`src/hw/rtl/kpd_pkg.sv`:
```
package kpd_pkg;

    localparam int DIGIT_COUNT_DEF = 4;

    // Item kinds
    localparam logic [2:0] KIND_TICK   = 3'd0;
    localparam logic [2:0] KIND_TEXT   = 3'd1;
    localparam logic [2:0] KIND_NUMBER = 3'd2;
    localparam logic [2:0] KIND_DOTS   = 3'd3;
    localparam logic [2:0] KIND_GETKEY = 3'd4;

    // Key answers
    localparam logic [3:0] CODE_STAR  = 4'd10;
    localparam logic [3:0] CODE_HASH  = 4'd11;
    localparam logic [3:0] CODE_CHORD = 4'd12;
    localparam logic [3:0] CODE_NONE  = 4'd13;

    localparam logic [7:0]  DOT_BIT        = 8'h04;
    localparam logic [2:0]  COLS_IDLE      = 3'b111;
    localparam logic [15:0] DEBOUNCE_RESET = 16'd20;

    // floor(n / 10) == (n * DIV10_RECIP) >> DIV10_SHIFT for every 32-bit n
    localparam logic [31:0] DIV10_RECIP = 32'hcccc_cccd;
    localparam int          DIV10_SHIFT = 35;

    // Key status handed from the scanner to the result stage
    typedef struct packed {
        logic       key_available;
        logic [3:0] key_code;
    } kpd_key_stat_t;

    function automatic logic [7:0] digit_form(input logic [3:0] d);
        logic [7:0] seg;
        begin
            case (d)
                4'd0:    seg = 8'hfa;
                4'd1:    seg = 8'h50;
                4'd2:    seg = 8'hb9;
                4'd3:    seg = 8'h79;
                4'd4:    seg = 8'h53;
                4'd5:    seg = 8'h6b;
                4'd6:    seg = 8'heb;
                4'd7:    seg = 8'h58;
                4'd8:    seg = 8'hfb;
                4'd9:    seg = 8'h7b;
                default: seg = 8'h00;
            endcase
            return seg;
        end
    endfunction

    // Character code to segment byte; anything unknown is blank
    function automatic logic [7:0] glyph(input logic [7:0] ch);
        logic [7:0] seg;
        begin
            if (ch >= 8'h30 && ch <= 8'h39)
            begin
                seg = digit_form(4'(ch - 8'h30));
            end
            else
            begin
                case (ch)
                    8'h2d:   seg = 8'h01; // '-'
                    8'h5f:   seg = 8'h20; // '_'
                    8'h45:   seg = 8'hab; // 'E'
                    8'h72:   seg = 8'h81; // 'r'
                    8'h64:   seg = 8'hf1; // 'd'
                    8'h75:   seg = 8'he0; // 'u'
                    8'h70:   seg = 8'h9b; // 'p'
                    8'h62:   seg = 8'he3; // 'b'
                    8'h74:   seg = 8'ha3; // 't'
                    8'h6e:   seg = 8'hc1; // 'n'
                    8'h41:   seg = 8'hdb; // 'A'
                    8'h59:   seg = 8'h73; // 'Y'
                    8'h68:   seg = 8'hc3; // 'h'
                    8'h43:   seg = 8'haa; // 'C'
                    8'h4c:   seg = 8'ha2; // 'L'
                    default: seg = 8'h00;
                endcase
            end
            return seg;
        end
    endfunction

    // Decode a row slot and an active-low column sample into a key code
    function automatic logic [3:0] key_of(input logic [2:0] slot, input logic [2:0] cols);
        logic [3:0] c;
        logic [3:0] r;
        logic [3:0] k;
        logic       ok;
        begin
            ok = 1'b1;
            c  = 4'd0;
            r  = 4'd0;
            case (cols)
                3'b011:  c = 4'd0;
                3'b101:  c = 4'd1;
                3'b110:  c = 4'd2;
                default: ok = 1'b0;
            endcase
            if (slot == 3'd0)
            begin
                r = 4'd3;
            end
            else if (slot <= 3'd3)
            begin
                r = 4'(slot - 3'd1);
            end
            else
            begin
                ok = 1'b0;
            end
            k = 4'(4'd1 + 4'(r * 4'd3) + c);
            if (k == CODE_HASH)
            begin
                k = 4'd0;
            end
            else if (k == CODE_CHORD)
            begin
                k = CODE_HASH;
            end
            return ok ? k : CODE_CHORD;
        end
    endfunction

endpackage

```
`src/hw/rtl/keypad_display_scanner.sv`:
```
// Multiplexed seven-segment display (DIGIT_COUNT digits, four by default) with
// a 4x3 keypad scanner. Each input beat is one command: tick (advance the scan,
// sample the keypad columns), write four characters, write a decimal number,
// set the dot segments, or fetch the latched key. Every command beat produces
// exactly one result beat carrying the segment byte and index of the digit
// now driven, the key-available flag and the key answer (13 when none).
// Sequencing: an accepted tick, text, dots or get-key command moves to S_EXEC
// and commits there once the result register is free, then the sequencer goes
// back to S_IDLE, where the next beat is taken. A number write first waits in
// S_CONV on the divide-by-ten unit, which runs a multiply step and a correction
// step for each digit, and then commits from S_EXEC in the same way. One
// command is in flight at a time; the result register lets a new command
// enter while the previous result still waits on result_stall, and that
// command then holds until the waiting result is taken.
// The per-digit lanes rewrite all digits of a text or dots command at once and
// a commit writes them to the display store together with the keypad
// state. debounce_ticks is taken on any cfg_valid beat (cfg_ready stays high)
// and must only be written while no command is in flight.
module keypad_display_scanner
    import kpd_pkg::*;
#(
    parameter int DIGIT_COUNT = DIGIT_COUNT_DEF
)
(
    input  logic        clk,
    input  logic        rst_n,

    input  logic        item_valid,
    output logic        item_stall,
    input  logic [2:0]  kind,
    input  logic [2:0]  key_cols,
    input  logic [7:0]  text_char0,
    input  logic [7:0]  text_char1,
    input  logic [7:0]  text_char2,
    input  logic [7:0]  text_char3,
    input  logic [31:0] number_value,
    input  logic [3:0]  dot_mask,

    output logic        result_valid,
    input  logic        result_stall,
    output logic [7:0]  segments,
    output logic [1:0]  digit_select,
    output logic        key_available,
    output logic [3:0]  key_code,

    input  logic        cfg_valid,
    output logic        cfg_ready,
    input  logic [15:0] debounce_ticks
);

    localparam int SCAN_W = (DIGIT_COUNT > 1) ? $clog2(DIGIT_COUNT) : 1;

    typedef enum logic [1:0] {S_IDLE, S_CONV, S_EXEC} state_t;

    state_t      state_reg;
    logic        result_valid_reg;
    logic [15:0] debounce_ticks_reg;

    // command beat held while it executes
    logic [2:0]  kind_reg;
    logic [2:0]  cols_reg;
    logic [7:0]  text_reg [4];
    logic [3:0]  dots_reg;

    logic [7:0]  segments_reg;
    logic [1:0]  digit_select_reg;
    logic        key_available_reg;
    logic [3:0]  key_code_reg;

    // display store, digit 0 leftmost
    logic [7:0]  store_reg [DIGIT_COUNT];

    logic                        accept;
    logic                        out_free;
    logic                        commit;
    logic                        conv_done;
    logic [DIGIT_COUNT-1:0][7:0] conv_digits;
    logic [SCAN_W-1:0]           scan_next;
    kpd_key_stat_t               key_stat;
    logic [7:0]                  lane_seg [DIGIT_COUNT];
    logic [DIGIT_COUNT:0]        ended;

    assign item_stall = (state_reg != S_IDLE);
    assign accept     = item_valid && !item_stall;
    assign out_free   = !result_valid_reg || !result_stall;
    // commit the command once the result register can take its beat
    assign commit     = (state_reg == S_EXEC) && out_free;
    assign cfg_ready  = 1'b1;

    always_ff @(posedge clk or negedge rst_n)
    begin
        if (!rst_n)
        begin
            debounce_ticks_reg <= DEBOUNCE_RESET;
        end
        else if (cfg_valid && cfg_ready)
        begin
            debounce_ticks_reg <= debounce_ticks;
        end
    end

    // Sequencer and result handshake
    always_ff @(posedge clk or negedge rst_n)
    begin
        if (!rst_n)
        begin
            state_reg        <= S_IDLE;
            result_valid_reg <= 1'b0;
        end
        else
        begin
            // a commit refills the result register in the cycle it drains
            if (commit)
            begin
                result_valid_reg <= 1'b1;
            end
            else if (result_valid_reg && !result_stall)
            begin
                result_valid_reg <= 1'b0;
            end
            case (state_reg)
                S_IDLE:
                begin
                    if (accept)
                    begin
                        state_reg <= (kind == KIND_NUMBER) ? S_CONV : S_EXEC;
                    end
                end
                S_CONV:
                begin
                    if (conv_done)
                    begin
                        state_reg <= S_EXEC;
                    end
                end
                S_EXEC:
                begin
                    if (commit)
                    begin
                        state_reg <= S_IDLE;
                    end
                end
                default:
                begin
                    state_reg <= S_IDLE;
                end
            endcase
        end
    end

    // Capture the command beat and the result payload
    always_ff @(posedge clk)
    begin
        if (accept)
        begin
            kind_reg    <= kind;
            cols_reg    <= key_cols;
            text_reg[0] <= text_char0;
            text_reg[1] <= text_char1;
            text_reg[2] <= text_char2;
            text_reg[3] <= text_char3;
            dots_reg    <= dot_mask;
        end
        if (commit)
        begin
            segments_reg      <= lane_seg[scan_next];
            digit_select_reg  <= 2'(scan_next);
            key_available_reg <= key_stat.key_available;
            key_code_reg      <= key_stat.key_code;
        end
    end

    // Display store: reset blanks every digit, commit takes the lane results
    always_ff @(posedge clk or negedge rst_n)
    begin
        if (!rst_n)
        begin
            for (int i = 0; i < DIGIT_COUNT; i++)
            begin
                store_reg[i] <= 8'd0;
            end
        end
        else if (commit)
        begin
            for (int i = 0; i < DIGIT_COUNT; i++)
            begin
                store_reg[i] <= lane_seg[i];
            end
        end
    end

    kpd_dec #(
        .DIGIT_COUNT (DIGIT_COUNT)
    ) u_dec (
        .clk    (clk),
        .rst_n  (rst_n),
        .start  (accept && (kind == KIND_NUMBER)),
        .value  (number_value),
        .done   (conv_done),
        .digits (conv_digits)
    );

    kpd_scan #(
        .DIGIT_COUNT (DIGIT_COUNT),
        .SCAN_W      (SCAN_W)
    ) u_scan (
        .clk            (clk),
        .rst_n          (rst_n),
        .commit         (commit),
        .kind           (kind_reg),
        .key_cols       (cols_reg),
        .debounce_ticks (debounce_ticks_reg),
        .scan_next      (scan_next),
        .stat           (key_stat)
    );

    // One lane per digit; the NUL flag ripples left to right across lanes.
    // Digits past the fourth see a NUL and no dot, so a text write blanks them.
    assign ended[0] = 1'b0;

    for (genvar g = 0; g < DIGIT_COUNT; g++)
    begin : g_lane
        logic [7:0] lane_char;
        logic       lane_dot;

        if (g < 4)
        begin : g_fed
            assign lane_char = text_reg[g];
            assign lane_dot  = dots_reg[g];
        end
        else
        begin : g_blank
            assign lane_char = 8'd0;
            assign lane_dot  = 1'b0;
        end

        kpd_lane u_lane (
            .kind      (kind_reg),
            .text_char (lane_char),
            .ended_in  (ended[g]),
            .dot_on    (lane_dot),
            .num_seg   (conv_digits[g]),
            .cur_seg   (store_reg[g]),
            .ended_out (ended[g+1]),
            .new_seg   (lane_seg[g])
        );
    end

    assign result_valid  = result_valid_reg;
    assign segments      = segments_reg;
    assign digit_select  = digit_select_reg;
    assign key_available = key_available_reg;
    assign key_code      = key_code_reg;

    // A result beat only ever follows a commit
    assert property (@(posedge clk) disable iff (!rst_n)
        $rose(result_valid_reg) |-> $past(state_reg == S_EXEC))
        else $error("result raised without a commit");

    // A delivered key answer always clears the key-available flag
    assert property (@(posedge clk) disable iff (!rst_n)
        result_valid_reg && key_code_reg != CODE_NONE |-> !key_available_reg)
        else $error("key answered while still flagged available");

    // The number converter finishes only while the sequencer waits for it
    assert property (@(posedge clk) disable iff (!rst_n)
        conv_done |-> state_reg == S_CONV)
        else $error("number conversion finished outside of its wait state");

    // Key answers never exceed the none code
    assert property (@(posedge clk) disable iff (!rst_n)
        result_valid_reg |-> key_code_reg <= CODE_NONE)
        else $error("key answer out of range");

endmodule

```
`src/hw/rtl/kpd_lane.sv`:
```
module kpd_lane
    import kpd_pkg::*;
(
    input  logic [2:0] kind,
    input  logic [7:0] text_char,
    input  logic       ended_in,
    input  logic       dot_on,
    input  logic [7:0] num_seg,
    input  logic [7:0] cur_seg,
    output logic       ended_out,
    output logic [7:0] new_seg
);

    // Blank from the first NUL onward
    assign ended_out = ended_in | (text_char == 8'd0);

    always_comb
    begin
        case (kind)
            KIND_TEXT:   new_seg = ended_out ? 8'd0 : glyph(text_char);
            KIND_NUMBER: new_seg = num_seg;
            KIND_DOTS:   new_seg = (cur_seg & ~DOT_BIT) | (dot_on ? DOT_BIT : 8'd0);
            default:     new_seg = cur_seg;
        endcase
    end

endmodule

```
`src/hw/rtl/kpd_dec.sv`:
```
module kpd_dec
    import kpd_pkg::*;
#(
    parameter int DIGIT_COUNT = DIGIT_COUNT_DEF
)
(
    input  logic                        clk,
    input  logic                        rst_n,
    input  logic                        start,
    input  logic [31:0]                 value,
    output logic                        done,
    output logic [DIGIT_COUNT-1:0][7:0] digits
);

    localparam int CNT_W = (DIGIT_COUNT > 1) ? $clog2(DIGIT_COUNT) : 1;
    localparam int Q_W   = 64 - DIV10_SHIFT;

    typedef enum logic [1:0] {P_IDLE, P_MUL, P_SUB} phase_t;

    phase_t                      phase_reg;
    logic [CNT_W-1:0]            count_reg;
    logic                        done_reg;
    logic [31:0]                 n_reg;
    logic [Q_W-1:0]              quot_reg;
    logic [DIGIT_COUNT-1:0][7:0] digits_reg;

    logic [63:0]      prod_next;
    logic [31:0]      rem_full;
    logic [7:0]       seg_next;
    logic [CNT_W-1:0] slot;
    logic             last;

    assign prod_next = n_reg * DIV10_RECIP;
    assign rem_full  = n_reg - (32'(quot_reg) << 3) - (32'(quot_reg) << 1);
    // Leading zeros blank, but the rightmost digit always shows
    assign seg_next  = (n_reg == 32'd0 && count_reg != '0) ? 8'd0 : digit_form(rem_full[3:0]);
    assign slot      = CNT_W'(DIGIT_COUNT - 1) - count_reg;
    assign last      = (count_reg == CNT_W'(DIGIT_COUNT - 1));

    always_ff @(posedge clk or negedge rst_n)
    begin
        if (!rst_n)
        begin
            phase_reg <= P_IDLE;
            count_reg <= '0;
            done_reg  <= 1'b0;
        end
        else
        begin
            done_reg <= (phase_reg == P_SUB) && last;
            case (phase_reg)
                P_IDLE:
                begin
                    if (start)
                    begin
                        phase_reg <= P_MUL;
                        count_reg <= '0;
                    end
                end
                P_MUL:
                begin
                    phase_reg <= P_SUB;
                end
                P_SUB:
                begin
                    if (last)
                    begin
                        phase_reg <= P_IDLE;
                    end
                    else
                    begin
                        phase_reg <= P_MUL;
                        count_reg <= CNT_W'(count_reg + 1'b1);
                    end
                end
                default:
                begin
                    phase_reg <= P_IDLE;
                end
            endcase
        end
    end

    always_ff @(posedge clk)
    begin
        if (phase_reg == P_IDLE && start)
        begin
            n_reg <= value;
        end
        if (phase_reg == P_MUL)
        begin
            quot_reg <= prod_next[63:DIV10_SHIFT];
        end
        if (phase_reg == P_SUB)
        begin
            digits_reg[slot] <= seg_next;
            n_reg            <= 32'(quot_reg);
        end
    end

    assign done   = done_reg;
    assign digits = digits_reg;

endmodule

```
`src/hw/rtl/kpd_scan.sv`:
```
module kpd_scan
    import kpd_pkg::*;
#(
    parameter int DIGIT_COUNT = DIGIT_COUNT_DEF,
    parameter int SCAN_W      = (DIGIT_COUNT > 1) ? $clog2(DIGIT_COUNT) : 1
)
(
    input  logic              clk,
    input  logic              rst_n,
    input  logic              commit,
    input  logic [2:0]        kind,
    input  logic [2:0]        key_cols,
    input  logic [15:0]       debounce_ticks,
    output logic [SCAN_W-1:0] scan_next,
    output kpd_key_stat_t     stat
);

    logic [SCAN_W-1:0] scan_reg;
    logic              latched_reg;
    logic [3:0]        code_reg;
    logic              release_reg;
    logic [15:0]       debounce_reg;

    logic              latched_next;
    logic [3:0]        code_next;
    logic              release_next;
    logic [15:0]       debounce_next;
    logic [3:0]        answer;

    always_comb
    begin
        scan_next     = scan_reg;
        latched_next  = latched_reg;
        code_next     = code_reg;
        release_next  = release_reg;
        debounce_next = debounce_reg;
        answer        = CODE_NONE;
        case (kind)
            KIND_TICK:
            begin
                if (release_reg)
                begin
                    // hold the row until the columns read released
                    if (key_cols == COLS_IDLE)
                    begin
                        release_next  = 1'b0;
                        debounce_next = debounce_ticks;
                    end
                end
                else if (debounce_reg != 16'd0)
                begin
                    debounce_next = 16'(debounce_reg - 16'd1);
                end
                else
                begin
                    scan_next = (scan_reg == SCAN_W'(DIGIT_COUNT - 1)) ? '0
                              : SCAN_W'(scan_reg + 1'b1);
                    if (key_cols != COLS_IDLE)
                    begin
                        latched_next = 1'b1;
                        code_next    = key_of(3'(scan_next), key_cols);
                        release_next = 1'b1;
                    end
                end
            end
            KIND_GETKEY:
            begin
                if (latched_reg)
                begin
                    latched_next = 1'b0;
                    answer       = code_reg;
                end
            end
            default:
            begin
            end
        endcase
    end

    always_ff @(posedge clk or negedge rst_n)
    begin
        if (!rst_n)
        begin
            scan_reg     <= '0;
            latched_reg  <= 1'b0;
            code_reg     <= 4'd0;
            release_reg  <= 1'b0;
            debounce_reg <= 16'd0;
        end
        else if (commit)
        begin
            scan_reg     <= scan_next;
            latched_reg  <= latched_next;
            code_reg     <= code_next;
            release_reg  <= release_next;
            debounce_reg <= debounce_next;
        end
    end

    assign stat.key_available = latched_next;
    assign stat.key_code      = answer;

endmodule

```
`config.mk`:
```
export PLATFORM = sky130hd
export DESIGN_NAME = keypad_display_scanner
export DESIGN_NICKNAME = d
export VERILOG_FILES = /design/src/hw/rtl/kpd_pkg.sv /design/src/hw/rtl/keypad_display_scanner.sv /design/src/hw/rtl/kpd_lane.sv /design/src/hw/rtl/kpd_dec.sv /design/src/hw/rtl/kpd_scan.sv
export SDC_FILE = /design/constraint.sdc
export NUM_CORES = 2
export LEC_CHECK = 0
export BUFFER_PORTS_ARGS = -buffer_cell sky130_fd_sc_hd__buf_2
export CAP_MARGIN = 20
export CORE_MARGIN = 2
export CORE_UTILIZATION = 57
export DETAILED_ROUTE_END_ITERATION = 8
export GPL_ROUTABILITY_DRIVEN = 0
export PLACE_DENSITY_LB_ADDON = 0.08
export SYNTH_ARGS = -nofsm -noshare
export SYNTH_HDL_FRONTEND = slang
export SYNTH_SLANG_ARGS = --single-unit
```
`constraint.sdc`:
```
create_clock -name clk -period 17.05 [get_ports clk]
set_input_delay 3.41 -clock clk [delete_from_list [all_inputs] [get_ports clk]]
set_output_delay 3.41 -clock clk [all_outputs]
set_load 0.05 [all_outputs]
```
==> Word-level counts from Yosys, hierarchy flattened <==
Memory sizes are Yosys's and may differ from the RTL's.
Cells that the tools add are included.
{ "classes": {"n_eq_ne": 84, "n_lt_le_gt_ge": 11, "n_reduce_logical": 39, "multipliers": 2, "bitwise": 10, "mux": 77, "n_addsub": 13} }
{ "ops": {"columns": ["op", "n"], "rows": [
  ["$pmux W8 S15", 4],
  ["$eq A8 B7 Y1 const B", 56],
  ["$mux W8", 12],
  ["$pmux W8 S3", 4],
  ["$mul A32 B32 Y64 const B", 1],
  ["$mux W29", 2],
  ["$mux W16", 3],
  ["$mux W4", 12],
  ["$bwmux W32", 1],
  ["$eq A8 B6 Y1 const B", 4],
  ["$ge A8 B6 Y1 const B", 4],
  ["$le A8 B6 Y1 const B", 4],
  ["$logic_not A32 Y1", 1],
  ["$logic_not A8 Y1", 4],
  ["$or A8 B8 Y8", 4],
  ["$mux W2", 11],
  ["$mux W1", 17],
  ["$bmux W8 S2", 1],
  ["$demux W8 S2", 1],
  ["$reduce_bool A16 Y1", 1],
  ["$sub A16 B1 Y16 const B", 1],
  ["$sub A4 B1 Y4 const B", 4],
  ["$eq A3 B2 Y1 const B", 4],
  ["$eq A3 B3 Y1 const B", 4],
  ["other kinds (35)", 76]
]} }
{ "totals": {"ram_bits": 32, "rom_bits": 560, "memories": 6, "reg_bits": 198, "output_inout_bits": 18} }
{ "mem_list": {"columns": ["memory", "words", "width", "rd", "rd_clocked_by_memory_dff", "wr", "line", "source"], "rows": [
  ["(name not given)", 16, 7, 1, 0, 0, "kpd_pkg.sv:35", "case (d)"],
  ["(name not given)", 16, 7, 1, 0, 0, "kpd_pkg.sv:35", null],
  ["(name not given)", 16, 7, 1, 0, 0, "kpd_pkg.sv:35", null],
  ["(name not given)", 16, 7, 1, 0, 0, "kpd_pkg.sv:35", null],
  ["(name not given)", 16, 7, 1, 0, 0, "kpd_pkg.sv:35", null],
  ["text_reg", 4, 8, 4, 0, 4, "keypad_display_scanner.sv:62", "logic [7:0] text_reg [4];"]
]} }

==> Longest topological paths before layout <==
{ "logic_depth": {"depth_word": 15, "depth_mapped": 26, "ltp_nobuf": 25} }

==> Cells and area by module <==
A second synthesis with hierarchy kept.
{ "unflattened": {"cells_unflattened": 3088, "hier_area_um2": 31029.8} }
{ "by_module_without_submodules": {"columns": ["mod", "n_inst", "area_per_inst_um2", "cells_each", "seq_area_each_um2"], "rows": [
  ["kpd_dec", 1, 21359.2, 2093, 2767.7],
  ["keypad_display_scanner", 1, 4018.9, 191, 2990.4],
  ["kpd_lane", 4, 968.4, 149, 0.0],
  ["kpd_scan", 1, 1778.0, 208, 600.6]
]} }

==> Least setup slack after synthesis <==
No wires, ideal clock.
{ "synth_path": {"path_kind": "register to register", "startpoint": "register u_dec.n_reg[9]", "endpoint": "register u_dec.quot_reg[24], data pin", "t_arrival_ns": 6.881, "slack_ns": 10.032, "required_time_ns": 16.912, "synth_period_minus_slack_ns": 7.018, "stages_incl_launch_ff": 24, "cell_sequence": "edfxtp_1 ha_1 clkbuf_1 xor2_1 ha_1 a21o_1 fa_1 inv_1 fa_1 inv_1 fa_1 fa_1 fa_1 fa_1 ha_1 nand4_1 nor4_2 o311ai_0 o22ai_1 nor3_1 o41ai_4 a21oi_2 or4b_1 nand4_1"} }
{ "synth_between": {"elab_chain_cells": 1} }
{ "synth_lines": {"columns": ["item", "line", "source"], "rows": [
  ["from (decl)", "kpd_dec.sv:23", "logic [31:0] n_reg;"],
  ["from (signal assigned)", "kpd_dec.sv:88", "n_reg <= value;"],
  ["from (signal assigned)", "kpd_dec.sv:97", "n_reg <= 32'(quot_reg);"],
  ["$mul A32 B32 Y64", "kpd_dec.sv:33", "assign prod_next = n_reg * DIV10_RECIP;"],
  ["via u_dec.prod_next[59]", "kpd_dec.sv:27", "logic [63:0] prod_next;"],
  ["to (signal assigned)", "kpd_dec.sv:92", "quot_reg <= prod_next[63:DIV10_SHIFT];"],
  ["to (decl)", "kpd_dec.sv:24", "logic [Q_W-1:0] quot_reg;"]
]} }
The timed path passes the listed nets, and every way through them passes these cells.
A chain may end at the register's enable or synchronous reset.

==> Worst setup path in the final report <==
{ "layout_path": {"startpoint": "register u_dec.n_reg[18]", "endpoint": "register u_dec.quot_reg[18], data pin"} }
The elaborated chain is that of the path after synthesis.

==> run summary <==
The run finished with clean final reports. The startpoint identified for the worst hold timing path is u_dec.done. The ratio of final minimum period to clock period was 0.4641. The slowest stage of the critical path belongs to the cell edfxtp_1. For the final database, setup skew stands at 0.02210 ns. The area fraction in compound gates after synthesis works out to 0.1135.

The top-area cell type share of the netlist area was 0.2642; the clock buffer count from CTS was 29. Grouping stages by cell kind, the critical path spends the most delay in adder cells. Remaining antenna violation count after routing: 0. The cell at the root of the clock tree was clkbuf_16. In this run, synthesis produced a sequential element count of 226. In the layout the commonest cells are inv_1 (606), ha_1 (403), fa_1 (389). The basic-gate share of the synthesized area counting and, or, nand and nor cells was 0.1095. The run gives 0.2157 as the share of synthesized area occupied by flip-flops and latches. The worst hold path belongs to the class reg -> reg. The number of instances in the synthesized netlist is 3057, and the post-CTS clock slew at the launch and capture registers of the worst setup and hold paths is 0.07 ns. The floorplan step set the die height to 231.4 um. Sorting the synthesized cells by area gives the leading types as fa_1 (26%), ha_1 (17%), edfxtp_1 (15%). Tracing the worst setup path back leads to its startpoint at u_dec.n_reg[18]. After detailed routing, the number of vias per cell comes to 5.863. The number of gates resized after CTS was 0.

In this run, synthesis inferred 143 flip-flops with an integrated enable. The synthesized area divided by synthesized cell count works out to 9.644 um^2. The tools report the maximum level of the CTS H-tree as 1. The count of final max-slew check failures is 0, and the placed wire-length estimate is 69.16 mm. The share of flip-flops with an asynchronous set or reset after synthesis came out at 0.3540. The routed design could run at a clock period as short as 7.913 ns.

The tools report the floorplan die area as 53560 um^2. Leaving out fill and tap cells, the most frequent cell in the layout is inv_1. The Yosys step of the flow raised 0 warnings. In this run the critical register-to-register path is launched from u_dec.n_reg[18].

For the post-CTS setup-driven buffer insertion count, the log shows 0. The starting density of the core is 0.5758. After detailed routing, the average wire length per cell comes to 21.90 um. Share of cell area taken by muxes after synthesis: 0.01065. STA puts the critical path data arrival time at 8.24 ns.

The number of detailed-routing iterations run before antenna repair is 6. Setup violations remaining at the end of the flow were counted as 0. I/O pin total: 113.

Buffers inserted to repair hold after CTS numbered 0. The clock insertion delay at the later pin of the skew report was 0.59 ns; the layout-stage area growth over the synthesis result was 7.062%. The adder-cell area share of the yosys netlist is 0.4352. Setup total negative slack on the finished layout was measured at 0 ns. The filler cells instantiated in the layout total 4325.

The first global-routing pass estimated 132.6 mm of wire. Measured along the x axis, the die boundary spans 231.4 um. The global-route usage over all layers is 0.3253, and the number of antenna violations at the first check in global routing is 0. The storage element area was 6359 um^2; the share of final-layout standard cells stronger than drive strength 1 was 0.06902. For this run, the post-layout net count is 4009. The critical path depth works out to 25. The maximum frequency from static timing analysis was 0.1264 GHz; the area of the mapped netlist was 29480 um^2. The most used flip-flop cell after synthesis is edfxtp_1. The tools report the nature of the critical path endpoint as a flip-flop.

The tree built by TritonCTS fans out to 226 sinks. In this run the worst path has a maximum fanout of 6. The count of buffers added on input and output ports is 111.

The logs give 0.3367 for the normalized max-slew margin and 17.37 ns for the critical path required time. The xor and xnor fraction of the mapped netlist area is 0.02555, and the count of unique library cells instantiated by Yosys is 93. The kind of critical path is reg -> reg. Number of cells on the worst hold path: 1.

The biggest area contributor in the post-synthesis netlist is fa_1. The count of buffer and inverter cells on the critical path was 7; the overall routed net length was 83.74 mm. TritonCTS built the clock tree. The largest single stage delay on the critical path is 0.54 ns. Startpoint kind of the worst setup timing path: a flip-flop.

For this block, the initial DRC count from the detailed router was 1653. The logs give 0 for the number of antenna repair diodes and 0 for the final count of hold timing violations. When the netlist entered floorplanning its net count stood at 3944. By area, the combinational part of the netlist is dominated by adder cells. The number of maximum-capacitance constraint violations came out at 0. Summing over every cut layer, the via total after detailed routing is 22420. Setup repair after global routing left no endpoint under its margin. The number of cells on the worst reg-to-reg path works out to 25.

For the maximum root-to-sink buffer count, the log shows 3. Entering global routing, the biggest net connects 49 pins. The tools report the number of DRC violations after detailed routing as 0. The region available for standard cell placement spans 51200 um^2.

The number of global-route vias before repair is 23340, and the placement row count is 83. Total congestion overflow after global routing: 0. The transition at the pin with the smallest max-transition slack was 0.9950 ns.

For the multi-input combinational cell area, the log shows 20490 um^2.
[synthesized netlist by cell type, drive strengths merged, types with 14 or more instances]
master,count
a211oi,20
and2,17
dfrtp,78
nand4,24
o21ai,120
nor2b,24
nor2,147
nand2b,23
a21o,50
xnor2,40
a31oi,23
inv,607
fa,389
ha,403
mux2,17
nor3,33
nand2,321
clkbuf,80
and3,14
o22ai,15
edfxtp,143
nand3,37
xor2,46
a21oi,166
[worst paths after layout]
| kind | end | slack, ns |
|---|---|---|
| setup / recovery | u_dec.quot_reg[18] | 9.14 |
| hold / removal | state_reg[0] | 0.47 |
| setup reg to reg | u_dec.quot_reg[18] | 9.14 |
| hold reg to reg | state_reg[0] | 0.47 |
| max in group asynchronous | u_scan.release_reg | 13.25 |
| min in group asynchronous | store_reg[7] | 2.80 |
[cell type report]
class | instances | share of cell area
tap | 680 | 0.02696
sequential | 226 | 0.2015
timing repair buffer | 125 | 0.02125
inverter | 609 | 0.07250
clock inverter | 17 | 0.004400
clock buffer | 36 | 0.02414
multi-input combinational | 2131 | 0.6493
[stage by stage]
| step | worst slack (ns) | cell area, um^2 | util | hold slack [ns] | cells |
|---|---|---|---|---|---|
| final | 9.137 | 31560 | 0.6165 | 0.4721 | 3824 |
| after global routing | 8.801 | 31560 | 0.6165 | 0.5010 | 3824 |
| after CTS | 9.198 | 31550 | 0.6162 | 0.4747 | 3823 |
| after detailed placement | 9.272 | 30650 | 0.5986 | 0.4666 | 3770 |
| after global placement | 9.394 | 30650 | 0.5986 | 0.4467 | 3770 |
| after floorplan | 10.03 | 29480 | - | 0.4323 | 3057 |
[kinds of logic (layout without fill, tap and decap cells)]
| family | count (synthesis) | after routing |
|---|---|---|
| multiplexers | 28 | 28 |
| XOR/XNOR | 86 | 86 |
| AND/OR/NAND/NOR | 698 | 698 |
| AO/OA/AOI/OAI | 526 | 526 |
| buffers and inverters | 700 | 787 |
| flip-flops | 226 | 226 |
| other | 1 | 1 |
| adder cells (fa/ha/maj) | 792 | 792 |
[metal layers]
metal  GRT usage  routed length [um]  vias up
li1            -                   -    10180
met1      0.4362               34020    11070
met2      0.5335               39580      960
met3     0.04958                6511      207
met4      0.1266                3629        0
met5           0                   0        -
Power is left out: the tool's default activity adds up to more than one toggle a clock period on the data nets, which glitch-free logic cannot reach.
